## src/rtl/dnsrw_pkg.sv

```systemverilog
// Shared types, constants and a helper function for the DNS redirect header rewriter.
// Used by dnsrw_check and dns_redirect_header_rewriter_top; depends on nothing else.
`timescale 1ns / 1ps

package dnsrw_pkg;

  localparam int unsigned HOLD_WORDS_DEF = 18;

  localparam int unsigned CFG_IDX_W = 2;
  localparam logic [CFG_IDX_W-1:0] REG_VPN_ADDR  = 2'd0;
  localparam logic [CFG_IDX_W-1:0] REG_VDNS_ADDR = 2'd1;
  localparam logic [CFG_IDX_W-1:0] REG_PDNS_ADDR = 2'd2;

  localparam logic [3:0]  MIN_IHL     = 4'd5;
  localparam logic [7:0]  UDP_PROTO   = 8'd17;
  localparam logic [15:0] DNS_PORT    = 16'd53;
  localparam logic [15:0] MIN_UDP_LEN = 16'd21;
  localparam logic [15:0] HALF_ZERO   = 16'h0000;

  typedef struct packed {
    logic        decide;
    logic        matched;
    logic [15:0] csum;
    logic [3:0]  hw;
  } chk_t;

  function automatic logic [15:0] ones_add(input logic [15:0] a, input logic [15:0] b);
    logic [16:0] s;
    s = {1'b0, a} + {1'b0, b};
    return s[16] ? (s[15:0] + 16'd1) : s[15:0];
  endfunction

endpackage

```

## src/rtl/dnsrw_check.sv

```systemverilog
// Header inspection: captures the fields that the match rule needs and keeps
// running header checksums for both directions. Depends on dnsrw_pkg.
`timescale 1ns / 1ps

module dnsrw_check
  import dnsrw_pkg::*;
#(
  parameter int unsigned HOLD_WORDS = HOLD_WORDS_DEF,
  localparam int unsigned IDX_W = $clog2(HOLD_WORDS)
) (
  input  logic             clk_i,
  input  logic             rst_ni,
  input  logic             take_i,
  input  logic [IDX_W-1:0] idx_i,
  input  logic [31:0]      word_i,
  input  logic [15:0]      bytes_i,
  input  logic             query_i,
  input  logic [31:0]      vpn_addr_i,
  input  logic [31:0]      vdns_addr_i,
  input  logic [31:0]      pdns_addr_i,
  output chk_t             chk_o
);

  logic [3:0]       hw_q, hw_d;
  logic [15:0]      sum_q_q, sum_q_d;
  logic [15:0]      sum_r_q, sum_r_d;
  logic             proto_q, src_vpn_q, dst_vdns_q, dst_vpn_q, spm_q, dport_q;
  logic [15:0]      udp_len_q;
  logic [IDX_W-1:0] hw_x;
  logic [15:0]      base_q, base_r;
  logic [31:0]      add_q, add_r;
  logic [16:0]      len_need;
  logic             base_ok, query_ok, reply_ok;

  assign hw_x = IDX_W'(hw_q);
  assign hw_d = (idx_i == '0) ? word_i[27:24] : hw_q;

  always_comb begin
    base_q = (idx_i == '0) ? HALF_ZERO : sum_q_q;
    base_r = (idx_i == '0) ? HALF_ZERO : sum_r_q;
    priority if (idx_i == '0) begin
      add_q = word_i;
      add_r = word_i;
    end else if (idx_i == IDX_W'(2)) begin
      add_q = {word_i[31:16], HALF_ZERO};
      add_r = {word_i[31:16], HALF_ZERO};
    end else if (idx_i == IDX_W'(3)) begin
      add_q = word_i;
      add_r = vdns_addr_i;
    end else if (idx_i == IDX_W'(4)) begin
      add_q = pdns_addr_i;
      add_r = word_i;
    end else if (idx_i < hw_x) begin
      add_q = word_i;
      add_r = word_i;
    end else begin
      add_q = '0;
      add_r = '0;
    end
    sum_q_d = ones_add(ones_add(base_q, add_q[31:16]), add_q[15:0]);
    sum_r_d = ones_add(ones_add(base_r, add_r[31:16]), add_r[15:0]);
  end

  always_ff @(posedge clk_i or negedge rst_ni) begin
    if (!rst_ni) begin
      hw_q       <= '0;
      sum_q_q    <= '0;
      sum_r_q    <= '0;
      proto_q    <= 1'b0;
      src_vpn_q  <= 1'b0;
      dst_vdns_q <= 1'b0;
      dst_vpn_q  <= 1'b0;
      spm_q      <= 1'b0;
      dport_q    <= 1'b0;
      udp_len_q  <= '0;
    end else if (take_i) begin
      hw_q    <= hw_d;
      sum_q_q <= sum_q_d;
      sum_r_q <= sum_r_d;
      if (idx_i == IDX_W'(2)) begin
        proto_q <= (word_i[23:16] == UDP_PROTO);
      end
      if (idx_i == IDX_W'(3)) begin
        src_vpn_q <= (word_i == vpn_addr_i);
      end
      if (idx_i == IDX_W'(4)) begin
        dst_vdns_q <= (word_i == vdns_addr_i);
        dst_vpn_q  <= (word_i == vpn_addr_i);
      end
      if (idx_i != '0 && idx_i == hw_x) begin
        spm_q   <= (word_i[31:16] == DNS_PORT);
        dport_q <= (word_i[15:0] == DNS_PORT);
      end
      if (idx_i != '0 && idx_i == hw_x + IDX_W'(1)) begin
        udp_len_q <= word_i[31:16];
      end
    end
  end

  assign len_need = {11'b0, hw_q, 2'b00} + {1'b0, udp_len_q};
  assign base_ok  = (hw_q >= MIN_IHL) && proto_q && (udp_len_q >= MIN_UDP_LEN) &&
                    ({1'b0, bytes_i} >= len_need);
  assign query_ok = dport_q && dst_vdns_q && src_vpn_q && !word_i[15];
  assign reply_ok = spm_q && dst_vpn_q && word_i[15];

  always_comb begin
    chk_o.hw      = hw_q;
    chk_o.decide  = (idx_i == '0) ? (word_i[27:24] < MIN_IHL)
                                  : (idx_i == hw_x + IDX_W'(2));
    chk_o.matched = (idx_i != '0) && base_ok && (query_i ? query_ok : reply_ok);
    chk_o.csum    = ~(query_i ? sum_q_q : sum_r_q);
  end

endmodule

```

## src/rtl/dns_redirect_header_rewriter_top.sv

```systemverilog
// Top level of the DNS redirect header rewriter: hold memory, release sequencer,
// output register and configuration registers. Depends on dnsrw_pkg and dnsrw_check.
`timescale 1ns / 1ps
//
// The input channel takes one 32-bit packet word per item together with the
// packet length, a last-word flag and the direction. The output channel gives
// one word per item with its last flag and a rewritten flag. Both channels
// use valid and stall; the configuration channel writes the three address
// registers by index with valid and ready and is always ready.
// Header words are stored in a one-port hold memory until the DNS flags word
// (word IHL+2), the last word or a first word with IHL below 5 arrives. Each
// such word is taken with no output. The held words are then released
// through the memory, whose read is registered in S_READ before S_SHOW sends
// each word on, and the input stalls meanwhile. After the decision every
// further word passes through the output register, which takes a new word
// as the last one leaves unless the receiver stalls. A matching packet has
// its address, UDP checksum and header checksum substituted as the words
// leave the memory. Reset clears the configuration registers and all
// per-packet state; no memory clearing pass is needed. When the receiver
// stalls, the output word holds and the input stalls once a word is waiting.

module dns_redirect_header_rewriter_top
  import dnsrw_pkg::*;
#(
  parameter int unsigned HOLD_WORDS = HOLD_WORDS_DEF
) (
  input  logic                 clk_i,
  input  logic                 rst_ni,
  input  logic                 in_valid_i,
  output logic                 in_stall_o,
  input  logic [31:0]          packet_word_i,
  input  logic [15:0]          packet_bytes_i,
  input  logic                 last_word_i,
  input  logic                 is_query_i,
  output logic                 out_valid_o,
  input  logic                 out_stall_i,
  output logic [31:0]          out_word_o,
  output logic                 out_last_o,
  output logic                 rewritten_o,
  input  logic                 cfg_valid_i,
  output logic                 cfg_ready_o,
  input  logic [CFG_IDX_W-1:0] cfg_index_i,
  input  logic [31:0]          cfg_data_i
);

  localparam int unsigned IDX_W = $clog2(HOLD_WORDS);

  typedef enum logic [2:0] {
    S_COLLECT = 3'b001,
    S_READ    = 3'b010,
    S_SHOW    = 3'b100
  } state_e;

  state_e           state_q;
  logic [31:0]      vpn_q, vdns_q, pdns_q;
  logic [IDX_W-1:0] idx_q, rel_idx_q, rel_end_q;
  logic             decided_q, matched_q, query_q, rel_last_q;
  logic [15:0]      csum_q;
  logic [31:0]      hold_mem [HOLD_WORDS];
  logic [31:0]      rd_q;
  logic             out_valid_q, out_last_q, rewritten_q;
  logic [31:0]      out_word_q;
  logic             in_acc, out_free, rel_done, take;
  logic [31:0]      rel_word;
  chk_t             chk;

  assign cfg_ready_o = 1'b1;
  assign out_free    = !out_valid_q || !out_stall_i;
  assign in_stall_o  = !(state_q == S_COLLECT && (!decided_q || out_free));
  assign in_acc      = in_valid_i && !in_stall_o;
  assign take        = in_acc && !decided_q;
  assign rel_done    = (rel_idx_q == rel_end_q);

  dnsrw_check #(
    .HOLD_WORDS(HOLD_WORDS)
  ) u_check (
    .clk_i      (clk_i),
    .rst_ni     (rst_ni),
    .take_i     (take),
    .idx_i      (idx_q),
    .word_i     (packet_word_i),
    .bytes_i    (packet_bytes_i),
    .query_i    (is_query_i),
    .vpn_addr_i (vpn_q),
    .vdns_addr_i(vdns_q),
    .pdns_addr_i(pdns_q),
    .chk_o      (chk)
  );

  always_ff @(posedge clk_i or negedge rst_ni) begin
    if (!rst_ni) begin
      vpn_q  <= '0;
      vdns_q <= '0;
      pdns_q <= '0;
    end else if (cfg_valid_i && cfg_ready_o) begin
      unique case (cfg_index_i)
        REG_VPN_ADDR:  vpn_q  <= cfg_data_i;
        REG_VDNS_ADDR: vdns_q <= cfg_data_i;
        REG_PDNS_ADDR: pdns_q <= cfg_data_i;
        default: ;
      endcase
    end
  end

  always_ff @(posedge clk_i) begin
    if (take) begin
      hold_mem[idx_q] <= packet_word_i;
    end
    if (state_q == S_READ) begin
      rd_q <= hold_mem[rel_idx_q];
    end
  end

  always_comb begin
    rel_word = rd_q;
    if (matched_q) begin
      priority if (rel_idx_q == IDX_W'(2)) begin
        rel_word = {rd_q[31:16], csum_q};
      end else if (rel_idx_q == IDX_W'(3) && !query_q) begin
        rel_word = vdns_q;
      end else if (rel_idx_q == IDX_W'(4) && query_q) begin
        rel_word = pdns_q;
      end else if (rel_idx_q == IDX_W'(chk.hw) + IDX_W'(1)) begin
        rel_word = {rd_q[31:16], HALF_ZERO};
      end else begin
        rel_word = rd_q;
      end
    end
  end

  always_ff @(posedge clk_i or negedge rst_ni) begin
    if (!rst_ni) begin
      state_q     <= S_COLLECT;
      idx_q       <= '0;
      rel_idx_q   <= '0;
      rel_end_q   <= '0;
      decided_q   <= 1'b0;
      matched_q   <= 1'b0;
      query_q     <= 1'b0;
      rel_last_q  <= 1'b0;
      csum_q      <= '0;
      out_valid_q <= 1'b0;
      out_word_q  <= '0;
      out_last_q  <= 1'b0;
      rewritten_q <= 1'b0;
    end else begin
      if (out_valid_q && !out_stall_i) begin
        out_valid_q <= 1'b0;
      end
      unique case (state_q)
        S_COLLECT: begin
          if (in_acc && decided_q) begin
            out_valid_q <= 1'b1;
            out_word_q  <= packet_word_i;
            out_last_q  <= last_word_i;
            rewritten_q <= matched_q;
            if (last_word_i) begin
              decided_q <= 1'b0;
              matched_q <= 1'b0;
              idx_q     <= '0;
            end
          end else if (take) begin
            if (chk.decide) begin
              decided_q <= 1'b1;
              matched_q <= chk.matched;
              csum_q    <= chk.csum;
              query_q   <= is_query_i;
            end
            if (chk.decide || last_word_i) begin
              rel_end_q  <= idx_q;
              rel_last_q <= last_word_i;
              rel_idx_q  <= '0;
              state_q    <= S_READ;
            end else begin
              idx_q <= idx_q + IDX_W'(1);
            end
          end
        end
        S_READ: begin
          state_q <= S_SHOW;
        end
        S_SHOW: begin
          if (out_free) begin
            out_valid_q <= 1'b1;
            out_word_q  <= rel_word;
            out_last_q  <= rel_last_q && rel_done;
            rewritten_q <= matched_q;
            if (rel_done) begin
              state_q <= S_COLLECT;
              if (rel_last_q) begin
                decided_q <= 1'b0;
                matched_q <= 1'b0;
                idx_q     <= '0;
              end
            end else begin
              rel_idx_q <= rel_idx_q + IDX_W'(1);
              state_q   <= S_READ;
            end
          end
        end
        default: state_q <= S_COLLECT;
      endcase
    end
  end

  assign out_valid_o = out_valid_q;
  assign out_word_o  = out_word_q;
  assign out_last_o  = out_last_q;
  assign rewritten_o = rewritten_q;

  a_match_needs_decision: assert property (@(posedge clk_i) disable iff (!rst_ni)
    matched_q |-> decided_q)
    else $error("match flag set without a decision");

  a_release_in_range: assert property (@(posedge clk_i) disable iff (!rst_ni)
    (state_q == S_READ || state_q == S_SHOW) |-> (rel_idx_q <= rel_end_q))
    else $error("release index ran past the held words");

  a_collect_index_in_range: assert property (@(posedge clk_i) disable iff (!rst_ni)
    (state_q == S_COLLECT && !decided_q)
      |-> ({1'b0, idx_q} < (IDX_W + 1)'(HOLD_WORDS)))
    else $error("hold index outside the memory");

  a_last_release_clears: assert property (@(posedge clk_i) disable iff (!rst_ni)
    (state_q == S_SHOW && out_free && rel_done && rel_last_q)
      |=> (!decided_q && idx_q == '0 && state_q == S_COLLECT))
    else $error("packet state not cleared after the final released word");

endmodule
```

## config.mk

```make
export PLATFORM = sky130hd
export DESIGN_NAME = dns_redirect_header_rewriter_top
export DESIGN_NICKNAME = d
export VERILOG_FILES = /design/src/rtl/dnsrw_pkg.sv /design/src/rtl/dnsrw_check.sv /design/src/rtl/dns_redirect_header_rewriter_top.sv
export SDC_FILE = /design/constraint.sdc
export NUM_CORES = 1
export LEC_CHECK = 0
export BUFFER_PORTS_ARGS = -buffer_cell sky130_fd_sc_hd__buf_4
export CORE_MARGIN = 8
export CORE_UTILIZATION = 55
export DETAILED_ROUTE_END_ITERATION = 16
export PLACE_DENSITY = 0.81
export SETUP_SLACK_MARGIN = 0.2
export SLEW_MARGIN = 10
export SYNTH_ARGS = -nofsm -noshare
export SYNTH_HDL_FRONTEND = slang
export SYNTH_SLANG_ARGS = --single-unit
```

## constraint.sdc

```tcl
create_clock -name clk_i -period 18.7 [get_ports clk_i]
set_input_delay 3.74 -clock clk_i [delete_from_list [all_inputs] [get_ports clk_i]]
set_output_delay 3.74 -clock clk_i [all_outputs]
set_load 0.03 [all_outputs]
```

Word level (Yosys, flattened, before mapping)
Memories as Yosys holds them, arrays and structs flattened. A register that Yosys moved wholly into a read port is not among the register bits. Cells that the tools add are included.

Register bits: 227. Memory bits (writable): 576. Input bits: 89. Output and inout port bits: 37. Logic and storage cells: 199. Memories: 1.

$add $sub $neg: 13. $lt $le $gt $ge: 5. Equal/unequal tests: 33. Muxes and demuxes: 70. Bitwise operators: 2. Reduce and logical (&&, ||, !) cells: 49.

Memory list: hold_mem (words 18, bits a word 32, rd ports 1, clocked after memory_dff 1, write ports 1, line dns_redirect_header_rewriter_top.sv:59) `logic [31:0] hold_mem [HOLD_WORDS];`.

Operators by type and width (count): $mux 32 (15); $mux 16 (8); $add 16x16->17 (4); $add 16x1->16 const B (4); $eq 32x32->1 (2); $pmux 32 s2 (1); $mux 5 (12); $eq 16x6->1 const B (2); $mux 1 (21); $eq 5x2->1 const B (4); $eq 5x5->1 (4); $logic_and 1x1->1 (20); $pmux 5 s2 (2); $reduce_and 2->1 (9); $add 6x16->17 (1); $ge 16x17->1 (1); $ge 16x5->1 const B (1); $not 16->16 (1); $reduce_and 7->1 (2); $mux 3 (4); $ne 2x2->1 const B (6); $reduce_and 4->1 (3); $add 5x1->5 const B (2); $eq 5x3->1 const B (2); 27 further kinds (41).

Depth between registers and ports, before layout
Word-level depth: 12. Mapped depth: 32. Depth with buffers taken out: 31.

By module
Synthesis repeated with hierarchy kept, for this count alone.

Cells, all modules: 2825. Area, all modules: 40332.4 um^2.

Modules (own cells, without submodules): dns_redirect_header_rewriter_top (instances 1, cells an instance 1647, area each 30889.6 um^2, sequential area each 22487.8 um^2); dnsrw_check (instances 1, cells an instance 1178, area each 9442.8 um^2, sequential area each 1451.4 um^2).

Least setup slack after synthesis
No wires, ideal clock.

Path kind: input to register. Start point: in packet_word_i[16]. End point: reg u_check.sum_r_q[15]. Library setup time: 0.125 ns. Arrival time: 8.660 ns. Required time: 18.575 ns. Setup slack: 9.915 ns. Stages on the path: 24. Path buffers: 1. Cells stage by stage: clkbuf_1 > a22o_1 > ha_1 > inv_1 > fa_1 > nand2b_1 > a21oi_1 > o211ai_1 > a21boi_0 > o21ai_0 > nand2_1 > and4_1 > nand3_1 > xnor2_1 > ha_1 > o21ai_0 > o21ba_2 > or3_1 > o311a_1 > and3b_1 > nor4b_4 > and4bb_1 > xor3_1 > mux2_2.

Cells in the longest elaborated chain, start to end: 11.

Ends and longest elaborated chain: start: declaration (line dns_redirect_header_rewriter_top.sv:31) `input logic [31:0] packet_word_i,`; $mux 32 (line dnsrw_check.sv:53) `end else if (idx_i < hw_x) begin`; $mux 32 (line dnsrw_check.sv:50) `end else if (idx_i == IDX_W'(4)) begin`; $mux 32 (line dnsrw_check.sv:47) `end else if (idx_i == IDX_W'(3)) begin`; $mux 32 (line dnsrw_check.sv:44) `end else if (idx_i == IDX_W'(2)) begin`; $mux 32 * (line dnsrw_check.sv:41) `priority if (idx_i == '0) begin`; $add 16x16->17 * (line dnsrw_pkg.sv:29) `s = {1'b0, a} + {1'b0, b};`; $add 16x1->16 (line dnsrw_pkg.sv:30) `return s[16] ? (s[15:0] + 16'd1) : s[15:0];`; $mux 16 * (line dnsrw_pkg.sv:30); $add 16x16->17 * (line dnsrw_pkg.sv:29); $add 16x1->16 (line dnsrw_pkg.sv:30); $mux 16 * (line dnsrw_pkg.sv:30); end signal: assignment (line dnsrw_check.sv:79) `sum_r_q <= sum_r_d;`; end: declaration (line dnsrw_check.sv:26) `logic [15:0] sum_r_q, sum_r_d;`.

Every way passes the cells marked *; elsewhere a longest branch is shown, timed or not. A chain may end at the register's enable or synchronous reset.

Final worst setup path
Same ends and word-level chain as after synthesis.

==> flow_summary.toml <==
[place]
port_buffers = 124
postPlaceCellArea_sq_mm = 0.0417
routabilityCongestion = 0.975
place_inst = 3733
place.detailed.hpwl_um = 76600
place_worst_setup_slack_ns = 8.99

[finish]
area_growth_pct = 12.1
final_core_util = 0.623
fill_cells = 5033
fin_area_sq_mm = 0.0445
final_net_count = 3068
ff_latch_area_sq_mm = 0.0240
area_occupied_by_multi_input_gates_sq_mm = 0.0152
layout.cells.non_filler = 3894
post_route_cells_drive_above_1_share = 0.222

[clock_tree]
clkLatencyLatePin_ns = 0.66
clk_pin_slew_worst_paths_ns = 0.06
clock_path_buffers = 3
buffers_inserted_by_post_cts_timing_repair = 0
cts_max_level = 3
cts-buffers-inserted = 86
clock_root_buffer = "clkbuf_16"
clock_sinks = 835
tritoncts = "yes"
postCtsHoldBufs = 0
postCtsResizedCells = 0

[pwr]
power.density_cell_area_mw_per_mm2 = 170
power.switching_fraction = 0.406
leakage_power_nw = 16.2
power.share.combinational = 0.459
max-vdd-ir-drop_uv = 120
relative_contribution_of_the_clock_network_to_total_power = 0.225
power.net_switching_mw = 3.07
power_report.internal_total_mw = 4.50
total_power_mw = 7.57
pwr-share-seq = 0.316

[floorplanning]
die-height_um = 285
die_w_um = 285
coreArea_sq_mm = 0.0715
io_pins = 126
die_area_sq_mm = 0.0811
placementRows = 98
floorplan.initialDensity = 0.556

[logic_synthesis]
synth.net_count = 2955
synth_cells = 2758
ys_seq_elements = 835
warnings_synthesis = 0
synth.cell_area_sq_mm = 0.0397
register_area_share_after_synthesis = 0.603
postSynthAreaPerCell_sq_um = 14.4
synth-edff-count = 608
synthArstFlopShare = 0.272
postSynth.topFlopCell = "edfxtp_1"
count_of_cell_types_in_the_netlist = 86

[global_routing]
number_of_global_route_vias_before_repair = 26600
antenna_found_initial = 4
globalRoute.totalOverflow = 0
grt_first_pass_wirelength_um = 176000
grt_start_max_net_pins = 87
grt_usage = 0.290

[worst_setup_path]
end_kind = "flip-flop"
cpPeakStageDelay_ns = 0.55
worst_ep_required_time_ns = 19.22
crit-reg2reg-capture = "u_check.sum_q_q[15]"
start_kind = "primary input"
timing.critical_path.slowest_stage_cell = "nor4b_1"
arrival_ns = 9.57
crit_path_max_fanout = 25
number_of_cells_on_the_worst_reg_to_reg_path = 30
startpoint_to_endpoint_class_of_the_critical_path = "primary input to flip-flop"
worstPathCellList = "buf_4 > a22o_1 > ha_1 > inv_1 > fa_1 > nand2b_1 > a21oi_1 > o211ai_1 > a21boi_0 > o21ai_0 > nand2_1 > and4_1 > nand3_1 > xnor2_1 > ha_1 > a21o_1 > a211oi_1 > nand2_1 > xor2_1 > nor4b_1 > and4bb_1 > xor3_1 > mux2_2"
crit-reg2reg-launch = "u_check.hw_q[1]"
reg2reg_setup_slack_ns = 10.45

[timing]
setup_slack_ns = 9.65
final_hold_viol_count = 0
fin_setup_tns_ns = 0
skew_ns = 0.0672
rsz_0062_raised_after_global_routing = "no"
worstMarginPinSlew_ns = 1.27
worst_hold_slack_ns = 0.499
maxClockFrequency_mhz = 110
fin_crit_ns = 9.05
slew_headroom = 0.156
fin_crit_sh = 0.484
maxSlewViolCount = 0
finalSetupViolations = 0

[job]
max_cap_violations = 0

[worst_hold_path]
min_delay_worst_endpoint = "csum_q[0]"
holdCritPathClass = "flip-flop to flip-flop"
min_from = "csum_q[0]"
worstHoldPathCells = 2

[status]
run_status = "complete, no violations"

[routing]
remaining_drc_errors = 0
firstDrtPassIters = 6
wirelength_per_cell_um = 31.0
drt.antenna.violating_nets = 0
post_drt_via_cell_ratio = 6.75
dr.first_iter.drc_count = 3282
num_vias = 26300
detail_route.wirelength_um = 121000
[how the worst max path moves through the flow]
stage / from / to / slack [ns]
5_1_grt: packet_word_i[16] / u_check.sum_r_q[15] / 9.26
3_3_place_gp: packet_word_i[16] / u_check.sum_r_q[15] / 9.08
3_5_place_dp: packet_word_i[16] / u_check.sum_r_q[15] / 8.99
2_1_floorplan: packet_word_i[16] / u_check.sum_r_q[15] / 9.91
6_report: packet_word_i[16] / u_check.sum_r_q[15] / 9.65
4_1_cts: packet_word_i[16] / u_check.sum_r_q[15] / 9.69
[critical path: cells and delay by family]
kind            cells  cell delay [ns]
simple gates        7             1.75
fa+ha+maj           3             0.95
buf+inv             2             0.36
mux                 1             0.27
xor+xnor            3             0.74
compound gates      7             1.72
[sequential cells by signal, indices dropped and copies added, names as in the netlist, 3 cells and up]
name / flops
rd_q: 32
u_check.udp_len_q: 16
hold_mem: 576
rel_idx_q: 5
csum_q: 16
u_check.hw_q: 4
pdns_q: 32
u_check.sum_q_q: 16
rel_end_q: 5
u_check.sum_r_q: 16
out_word_o: 32
idx_q: 5
vdns_q: 32
vpn_q: 32
state_q: 3
[synth_stat cells (all sizes together), types with 7 or more instances]
master	number	area, sq um
nor2	154	578
nand2b	16	100
nor2b	9	56.3
and2	46	288
mux4	160	3600
o21ai	126	631
nand4	19	119
a21oi	149	764
or2	12	75.1
nand3	32	160
or3	7	43.8
ha	103	1290
a22o	66	578
a222oi	10	100
buf	25	114
edfxtp	608	18300
nor4	25	163
nor3	39	205
nand2	136	510
mux2	140	1580
a22oi	18	135
inv	38	143
xnor2	66	578
a21o	17	128
dfrtp	226	5660
nor4b	10	118
o22ai	19	119
xor2	124	1090
mux2i	38	380
and3	37	231
a221oi	7	61.3
nor3b	8	60.1
nand4b	7	61.3
a211oi	31	243
a31oi	9	71.3
o21a	12	90.1
clkbuf	121	454
[layout by cell type (no fill, tap or decap), drive strengths merged, types with 7 or more instances in the layout]
master,count
edfxtp,608
dfrtp,226
buf,171
mux4,160
nor2,154
a21oi,149
mux2,140
nand2,136
o21ai,126
xor2,124
clkbuf,105
ha,103
xnor2,66
a22o,66
and2,46
clkinv,42
inv,40
nor3,39
mux2i,38
and3,37
nand3,32
a211oi,31
nor4,25
nand4,19
o22ai,19
a22oi,18
a21o,17
nand2b,16
o21a,12
or2,12
a222oi,10
nor4b,10
nor2b,9
a31oi,9
nor3b,8
nand4b,7
a221oi,7
or3,7
[routing by layer]
metal  up-vias  global-route usage  part of all wire
met2      1810               0.472              0.47
met1     13100               0.367              0.36
li1      10900                   -                 -
met4         2               0.150             0.060
met3       424              0.0605              0.10
met5         -                   0          0.000058
[area by class of cell]
| type | instances | share of cell area |
|---|---|---|
| multi-input combinational | 1739 | 0.340 |
| sequential | 835 | 0.538 |
| inverter | 38 | 0.00320 |
| tap | 950 | 0.0267 |
| antenna | 2 | 0.000112 |
| clock inverter | 54 | 0.0118 |
| clock buffer | 105 | 0.0511 |
| timing repair buffer | 171 | 0.0290 |
[power by group through the flow]
stage / clock network [mW] / logic, mW / registers [mW]
3_3_place_gp: 0 / 3.37 / 2.40
2_1_floorplan: 0 / 2.44 / 2.37
4_1_cts: 1.71 / 3.44 / 2.38
5_1_grt: 1.78 / 3.77 / 2.40
6_report: 1.70 / 3.47 / 2.39
3_5_place_dp: 0 / 3.40 / 2.41
[cell families (layout without fill, tap and decap cells)]
family                   count (synthesis)  after routing  share of synthesized area
flip-flops                             835            835                      0.603
XOR/XNOR                               192            192                     0.0431
AO/OA/AOI/OAI                          524            524                     0.0874
AND/OR/NAND/NOR                        576            576                     0.0739
adder cells (fa/ha/maj)                108            108                     0.0350
buffers and inverters                  184            368                     0.0179
multiplexers                           338            338                      0.140
other                                    1              3                  0.0000944
No activity file was read; power rests on OpenSTA's default activity.
